### src/lgs_pkg.sv
// ----------------------------------------------------------------------------
// lgs_pkg: shared types and constants of the LDA Gibbs topic sampler
// Operation codes, register indexes, controller states and the command and
// status bundles that join the controller and the datapath.
// ----------------------------------------------------------------------------
package lgs_pkg;

    localparam int WGT_BITS  = 48;
    localparam int FRAC_BITS = 12;

    typedef enum logic [1:0] {
        OP_CORPUS = 2'd0,
        OP_DOC    = 2'd1,
        OP_WORD   = 2'd2,
        OP_SAMPLE = 2'd3
    } op_t;

    localparam logic [1:0] REG_ALPHA = 2'd0;
    localparam logic [1:0] REG_BETA  = 2'd1;
    localparam logic [1:0] REG_NTOP  = 2'd2;

    typedef enum logic [4:0] {
        ST_CLEAR,
        ST_IDLE,
        ST_DEC,
        ST_LDW,
        ST_SCHK,
        ST_RD,
        ST_OPND,
        ST_MUL0,
        ST_MUL1,
        ST_MUL2,
        ST_MUL3,
        ST_DCHK,
        ST_DIV,
        ST_ACC,
        ST_THR0,
        ST_THR1,
        ST_SRD,
        ST_SCMP,
        ST_URD1,
        ST_UWR1,
        ST_URD2,
        ST_UWR2
    } state_t;

    typedef struct packed {
        logic       capture;
        logic       clr_step;
        logic       ld_write;
        logic       ldw_write;
        logic       init_loop;
        logic       emit_err;
        logic       opnd;
        logic       mul_en;
        logic [1:0] mul_sel;
        logic       dchk;
        logic       div_step;
        logic       acc;
        logic       thr0;
        logic       thr1;
        logic       scan_cmp;
        logic       upd_rd_old;
        logic       upd_wr_dec;
        logic       upd_rd_new;
        logic       upd_wr_inc;
    } cmd_t;

    typedef struct packed {
        logic clear_done;
        op_t  op;
        logic sample_err;
        logic div_skip;
        logic div_last;
        logic last_topic;
        logic scan_hit;
    } sts_t;

endpackage

### src/lgs_ctrl.sv
// ----------------------------------------------------------------------------
// lgs_ctrl: sequencing controller of the topic sampler
// Walks clearing, loads, the per-topic weight loop, the scan and the
// count update, issuing one command bundle per cycle.
// ----------------------------------------------------------------------------
module lgs_ctrl (
    input  logic          clk,
    input  logic          rst_n,
    input  logic          start,
    output logic          busy,
    input  lgs_pkg::sts_t sts,
    output lgs_pkg::cmd_t cmd
);

    lgs_pkg::state_t state_reg;
    lgs_pkg::state_t state_next;

    always_ff @(posedge clk or negedge rst_n)
    begin
        if (!rst_n)
        begin
            state_reg <= lgs_pkg::ST_CLEAR;
        end
        else
        begin
            state_reg <= state_next;
        end
    end

    always_comb
    begin
        state_next = state_reg;
        unique case (state_reg)
            lgs_pkg::ST_CLEAR: if (sts.clear_done) state_next = lgs_pkg::ST_IDLE;
            lgs_pkg::ST_IDLE:  if (start) state_next = lgs_pkg::ST_DEC;
            lgs_pkg::ST_DEC:
            begin
                case (sts.op)
                    lgs_pkg::OP_WORD:   state_next = lgs_pkg::ST_LDW;
                    lgs_pkg::OP_SAMPLE: state_next = lgs_pkg::ST_SCHK;
                    default:            state_next = lgs_pkg::ST_IDLE;
                endcase
            end
            lgs_pkg::ST_LDW:  state_next = lgs_pkg::ST_IDLE;
            lgs_pkg::ST_SCHK:
                state_next = sts.sample_err ? lgs_pkg::ST_IDLE : lgs_pkg::ST_RD;
            lgs_pkg::ST_RD:   state_next = lgs_pkg::ST_OPND;
            lgs_pkg::ST_OPND: state_next = lgs_pkg::ST_MUL0;
            lgs_pkg::ST_MUL0: state_next = lgs_pkg::ST_MUL1;
            lgs_pkg::ST_MUL1: state_next = lgs_pkg::ST_MUL2;
            lgs_pkg::ST_MUL2: state_next = lgs_pkg::ST_MUL3;
            lgs_pkg::ST_MUL3: state_next = lgs_pkg::ST_DCHK;
            lgs_pkg::ST_DCHK:
                state_next = sts.div_skip ? lgs_pkg::ST_ACC : lgs_pkg::ST_DIV;
            lgs_pkg::ST_DIV:
                if (sts.div_last) state_next = lgs_pkg::ST_ACC;
            lgs_pkg::ST_ACC:
                state_next = sts.last_topic ? lgs_pkg::ST_THR0 : lgs_pkg::ST_RD;
            lgs_pkg::ST_THR0: state_next = lgs_pkg::ST_THR1;
            lgs_pkg::ST_THR1: state_next = lgs_pkg::ST_SRD;
            lgs_pkg::ST_SRD:  state_next = lgs_pkg::ST_SCMP;
            lgs_pkg::ST_SCMP:
                state_next = (sts.scan_hit || sts.last_topic) ? lgs_pkg::ST_URD1
                                                               : lgs_pkg::ST_SRD;
            lgs_pkg::ST_URD1: state_next = lgs_pkg::ST_UWR1;
            lgs_pkg::ST_UWR1: state_next = lgs_pkg::ST_URD2;
            lgs_pkg::ST_URD2: state_next = lgs_pkg::ST_UWR2;
            lgs_pkg::ST_UWR2: state_next = lgs_pkg::ST_IDLE;
            default:          state_next = lgs_pkg::ST_IDLE;
        endcase
    end

    always_comb
    begin
        cmd  = '0;
        busy = 1'b1;
        unique case (state_reg)
            lgs_pkg::ST_CLEAR: cmd.clr_step = 1'b1;
            lgs_pkg::ST_IDLE:
            begin
                busy        = 1'b0;
                cmd.capture = start;
            end
            lgs_pkg::ST_DEC:  cmd.ld_write  = 1'b1;
            lgs_pkg::ST_LDW:  cmd.ldw_write = 1'b1;
            lgs_pkg::ST_SCHK:
            begin
                cmd.init_loop = !sts.sample_err;
                cmd.emit_err  = sts.sample_err;
            end
            // tables are read at the loop index here, no command needed
            lgs_pkg::ST_RD:   ;
            lgs_pkg::ST_OPND: cmd.opnd = 1'b1;
            lgs_pkg::ST_MUL0:
            begin
                cmd.mul_en  = 1'b1;
                cmd.mul_sel = 2'd0;
            end
            lgs_pkg::ST_MUL1:
            begin
                cmd.mul_en  = 1'b1;
                cmd.mul_sel = 2'd1;
            end
            lgs_pkg::ST_MUL2:
            begin
                cmd.mul_en  = 1'b1;
                cmd.mul_sel = 2'd2;
            end
            lgs_pkg::ST_MUL3:
            begin
                cmd.mul_en  = 1'b1;
                cmd.mul_sel = 2'd3;
            end
            lgs_pkg::ST_DCHK: cmd.dchk = 1'b1;
            lgs_pkg::ST_DIV:  cmd.div_step = 1'b1;
            lgs_pkg::ST_ACC:  cmd.acc = 1'b1;
            lgs_pkg::ST_THR0: cmd.thr0 = 1'b1;
            lgs_pkg::ST_THR1: cmd.thr1 = 1'b1;
            // cumulative weight read at the scan index
            lgs_pkg::ST_SRD:  ;
            lgs_pkg::ST_SCMP: cmd.scan_cmp = 1'b1;
            lgs_pkg::ST_URD1: cmd.upd_rd_old = 1'b1;
            lgs_pkg::ST_UWR1: cmd.upd_wr_dec = 1'b1;
            lgs_pkg::ST_URD2: cmd.upd_rd_new = 1'b1;
            lgs_pkg::ST_UWR2: cmd.upd_wr_inc = 1'b1;
            default:          busy = 1'b1;
        endcase
    end

endmodule

### config.mk
export PLATFORM = sky130hd
export DESIGN_NAME = lgs_ctrl
export DESIGN_NICKNAME = d
export VERILOG_FILES = /design/src/lgs_pkg.sv /design/src/lgs_ctrl.sv
export SDC_FILE = /design/constraint.sdc
export NUM_CORES = 1
export LEC_CHECK = 0
export ABC_AREA = 1
export BUFFER_PORTS_ARGS = -buffer_cell sky130_fd_sc_hd__buf_4
export CORE_MARGIN = 3
export CORE_UTILIZATION = 42
export CTS_CLUSTER_SIZE = 25
export DETAILED_ROUTE_END_ITERATION = 8
export GPL_ROUTABILITY_DRIVEN = 0
export HOLD_SLACK_MARGIN = 0.05
export PLACE_DENSITY = 0.84
export SYNTH_ARGS = -nofsm -noshare
export SYNTH_HDL_FRONTEND = slang
export SYNTH_SLANG_ARGS = --single-unit
### constraint.sdc
create_clock -name clk -period 1.3 [get_ports clk]
set_input_delay 0.065 -clock clk [delete_from_list [all_inputs] [get_ports clk]]
set_output_delay 0.065 -clock clk [all_outputs]
set_load 0.01 [all_outputs]
==> results of run 1 <==
==> through the flow <==
stage / instances / instance area (um^2) / TNS (ns) / util, %
after floorplan: 121 / 735.7 / 0 / -
after global placement: 186 / 1129 / -0.2349 / 71.59
after detailed placement: 186 / 1129 / -0.3328 / 71.59
after CTS: 200 / 1331 / -2.929 / 84.44
==> logic make-up after synthesis <==
group | count (synthesis) | share of synthesized area (%)
flip-flops | 5 | 17.15
buffers and inverters | 26 | 15.78
AND/OR/NAND/NOR | 86 | 64.15
AO/OA/AOI/OAI | 4 | 2.916
==> Yosys cell counts, drive strengths merged <==
master / count / share of area [%]
nor2: 32 / 26
nand2: 27 / 16
inv: 24 / 13
nand3: 19 / 16
dfrtp: 5 / 17
nand4: 4 / 3.4
nor3: 3 / 2.1
a21oi: 2 / 1.4
buf: 2 / 3.1
a31oi: 1 / 0.86
and3: 1 / 0.86
o21ai: 1 / 0.69
==> repair_timing <==
action,CTS
hold buffers,1
resized for setup,31
setup endpoints to repair,25
pin swaps,8
endpoints found under the hold margin,5
buffers inserted,9
==> metrics.md, run 1 <==
| Metric | Value |
|---|---|
| Root buf cell | `clkbuf_4` |
| Grt repair worst endpoint | `cmd[12]` |
| Clock Path Buffers | `2` |
| Synth Net Count | `132` |
| CTS Sinks | `5` |
| Post-Synthesis Cells | `121` |
| Num CTS Buffers | `3` |
| I/O Buffers | `31` |
| Ys Warns | `0` |
| Mapped Avg Cell Area | `roughly 6.0 um^2` |
| FF+latch count, synth | `5` |
| Dpl ws | `-0.1023 ns` |
| Largest net degree at the start of global routing | `16` |
| Ports | `32` |
| Post-synthesis sequential area ratio | `approximately 17%` |
| H-tree levels | `1` |
| Stopped at | `5_1_grt` |
| Initial Util | `between 40 and 50%` |
| Die W | `47.68 um` |
| Die H | `47.68 um` |
| Worst EP kind | `output port` |
| Rows | `14` |
| Final HPWL DP | `1.932 mm` |
| Distinct cell type count after synthesis | `18` |
| Initial antenna violation count | `0` |
| Stop Error | `[ERROR DPL-0033] detailed placement checks failed during check placement.` |
| Status | `stopped before the end` |
| Post-Syn Area | `roughly 730 um^2` |
==> run 2: changes to the inputs <==
--- a/config.mk
+++ b/config.mk
@@ -7,13 +7,11 @@
 export LEC_CHECK = 0
 export ABC_AREA = 1
 export BUFFER_PORTS_ARGS = -buffer_cell sky130_fd_sc_hd__buf_4
-export CORE_MARGIN = 3
-export CORE_UTILIZATION = 42
-export CTS_CLUSTER_SIZE = 25
+export CORE_AREA = 3 3 64 66
 export DETAILED_ROUTE_END_ITERATION = 8
+export DIE_AREA = 0 0 67 69
 export GPL_ROUTABILITY_DRIVEN = 0
-export HOLD_SLACK_MARGIN = 0.05
-export PLACE_DENSITY = 0.84
+export PLACE_DENSITY_LB_ADDON = 0.15
 export SYNTH_ARGS = -nofsm -noshare
 export SYNTH_HDL_FRONTEND = slang
 export SYNTH_SLANG_ARGS = --single-unit
==> constraint.sdc (replaced) <==
create_clock -name clk -period 1.7 [get_ports clk]
set_input_delay 0.085 -clock clk [delete_from_list [all_inputs] [get_ports clk]]
set_output_delay 0.085 -clock clk [all_outputs]
set_load 0.01 [all_outputs]
==> metrics.md, run 2 <==
| Metric | Value |
|---|---|
| Die H | `69 um (+45%)` |
| Initial antenna violation count | `0` |
| Commonest non-fill, non-tap cell in the layout | `buf_4` |
| DRT Wirelength | `~2.4 mm` |
| Post-synthesis sequential area ratio | `17.15% (unchanged)` |
| Hold crit path type | `in -> reg` |
| CTS tree | `done` |
| Global route overflow | `0` |
| Distinct cell type count after synthesis | `18 (unchanged)` |
| Dpl ws | `0.1837 ns (+0.2860 ns)` |
| WL per Instance | `11.92 um` |
| Routed Antenna Nets | `0` |
| Initial Util | `20.08% (-26 points)` |
| Element type at the critical path end | `output port` |
| Vias in the first global route | `884` |
| Final HPWL DP | `2.045 mm (+5.9%)` |
| Placed inst area | `999.7 um^2 (-11%)` |
| Clk Latency, worst-skew pair | `0.22 ns` |
| Final setup fails | `0` |
| Top-count cell post-synth | `nand2_1` |
| Placed Instances | `198 (+6.5%)` |
| Clock skew | `0.0005841 ns` |
| Leakage | `0.6335 nW` |
| Tot Pwr | `between 1 and 1.5 mW` |
| Remaining routing DRC violations | `0` |
| Clk network pwr share | `15.8%` |
| Main flop type after synthesis | `dfrtp_1` |
| First-pass GRT wire length | `4.008 mm` |
| Finished Cell Area | `1060 um^2` |
| Slew Limit Fails | `0` |
| Internal | `0.6727 mW` |
| RSZ-0062 raised after global routing | `no` |
| Max-cap violations | `0` |
| Layout Nets | `167` |
| EDFF count, synth | `0 (unchanged)` |
| Reg clk slew, reported paths | `0.04 ns` |
| Initial DRC count | `25` |
| CP startpoint kind | `flip-flop` |
| Commonest cells in the netlist | `22 x nand2_1, 19 x nor2_1, 18 x inv_1` |
| Post-Syn Area | `729.5 um^2 (unchanged)` |
| Mapped Avg Cell Area | `6.029 um^2 (unchanged)` |
| Synth area leaders | `dfrtp_1 17%, nor2_4 12%, nand2_1 11%, nand3_1 10%, nor2_1 9.8%` |
| Rows | `22 (+8)` |
| H-tree levels | `1 (unchanged)` |
| Most frequent cells in the layout | `31 x buf_4, 22 x nand2_1, 19 x nor2_1` |
| WP data required | `1.62 ns` |
| Ports | `32 (unchanged)` |
| Layout Utilization | `29.17%` |
| Fmax | `635.3 MHz` |
| Finished Layout Cells | `203` |
| CTS Sinks | `5 (unchanged)` |
| Post-synth top area cell | `dfrtp_1` |
| Top cell type's share of synthesized area | `17.15% (unchanged)` |
| Largest net degree at the start of global routing | `16` |
| Clock Path Buffers | `2 (unchanged)` |
| Via count | `850` |
| Status | `complete, no violations` |
| Arr. time, crit path | `~1.5 ns` |
| Async SR Flop Fraction | `100.0% (unchanged)` |
| Final WS setup | `0.1259 ns` |
| R2R Setup Slk | `between 0.2 and 0.25 ns` |
| FF+latch count, synth | `5 (unchanged)` |
| Drt pass-1 iters | `4` |
| Setup_tns | `0 ns` |
| # diodes | `0` |
| Final period util | `92.60%` |
| Die ar. | `4623 um^2` |
| Combinational share of power | `roughly 65%` |
| Die W | `67 um (+41%)` |
| Slew @ Worst Pin | `0.3296 ns` |
| I/O Buffers | `31 (unchanged)` |
| GRT Overall Usage | `10.97%` |
| Hold Worst Slack | `0.1746 ns` |
| Net Sw Power | `0.7585 mW` |
| Synth Net Count | `132 (unchanged)` |
| Relative slew slack | `about 78%` |
| Post-Synthesis Cells | `121 (unchanged)` |
| Root buf cell | `clkbuf_8` |
| Share of layout cells above drive strength 1 | `around 41%` |
| Fillcell total | `approximately 440` |
| Max reg flops | `5` |
| Sequential share of power | `about a fifth` |
| Ys Warns | `0 (unchanged)` |
| VDD IR max | `0.0002329 V` |
| Post-route minimum period | `1.574 ns` |
| Endpoints failing hold | `0` |
| Syn-to-layout area delta | `45.28%` |
| Via density | `4.187` |
| Post-CTS Setup Bufs | `0 (-9)` |
| Pwr Density | `1350 nW/um^2` |
| Sw frac | `roughly 53%` |
| Core ar. | `3633 um^2` |
| CP Max Fanout | `5` |
| Kind of critical path | `reg -> out` |
| Num CTS Buffers | `3 (unchanged)` |
[run 2: cell counts after synthesis]
Identical to the previous run, type by type.
[run 2: path summary, 6_finish.rpt]
check	to	cells after the start	from
worst max-delay path	cmd[15]	4	state_reg[1]
worst min-delay path	state_reg[2]	3	sts[5]
worst max register to register	state_reg[1]	8	state_reg[0]
worst min register to register	state_reg[0]	2	state_reg[0]
max in group asynchronous	state_reg[4]	2	rst_n
min in group asynchronous	state_reg[1]	2	rst_n
[run 2: critical path, cell delays in order, from the launching register on]
cell,delay (ns)
dfrtp_1,0.47
nor2_2,0.28
nand3_1,0.19
nor2_1,0.18
buf_4,0.15
[run 2: timing repair]
| item | 4_1_cts | 5_1_grt |
|---|---|---|
| endpoints found under the setup margin | 0 | 2 |
| hold buffers | 1 | 0 |
| hold endpoints to repair | 5 | 0 |
| gates resized for setup | 0 | 3 |
[run 2: layer usage]
metal  wire (um)  up-vias  GRT usage (%)
met3         117        4          1.792
met2        1245       21          19.32
li1            -      448              -
met1        1012      377          12.98
met4          43        0          3.829
met5           0        -              0
[run 2: power by group through the flow]
stage / registers (mW) / logic, mW / clock network, mW
after floorplan: 0.238 / 0.658 / 0
after global placement: 0.270 / 0.948 / 0
after detailed placement: 0.269 / 0.943 / 0
after CTS: 0.268 / 0.950 / 0.229
after global routing: 0.278 / 1.06 / 0.240
final: 0.271 / 0.934 / 0.225
[run 2: kinds of logic after synthesis]
family / Yosys count / synth area share, %
DFF: 5 / 17.15
and+or+nand+nor: 86 / 64.15
AOI/OAI and AO/OA: 4 / 2.916
buffers and inverters: 26 / 15.78
[run 2: final cells by class]
cell class	instances	area [um^2]	area share, %
Inverter	24	95.09	8.973
Sequential cell	5	127.6	12.04
Tap cell	48	60.06	5.667
Clock buffer	4	45.04	4.250
Multi-Input combinational cell	90	489.2	46.16
Timing Repair Buffer	32	242.7	22.90
No activity file was read; power rests on OpenSTA's default activity.
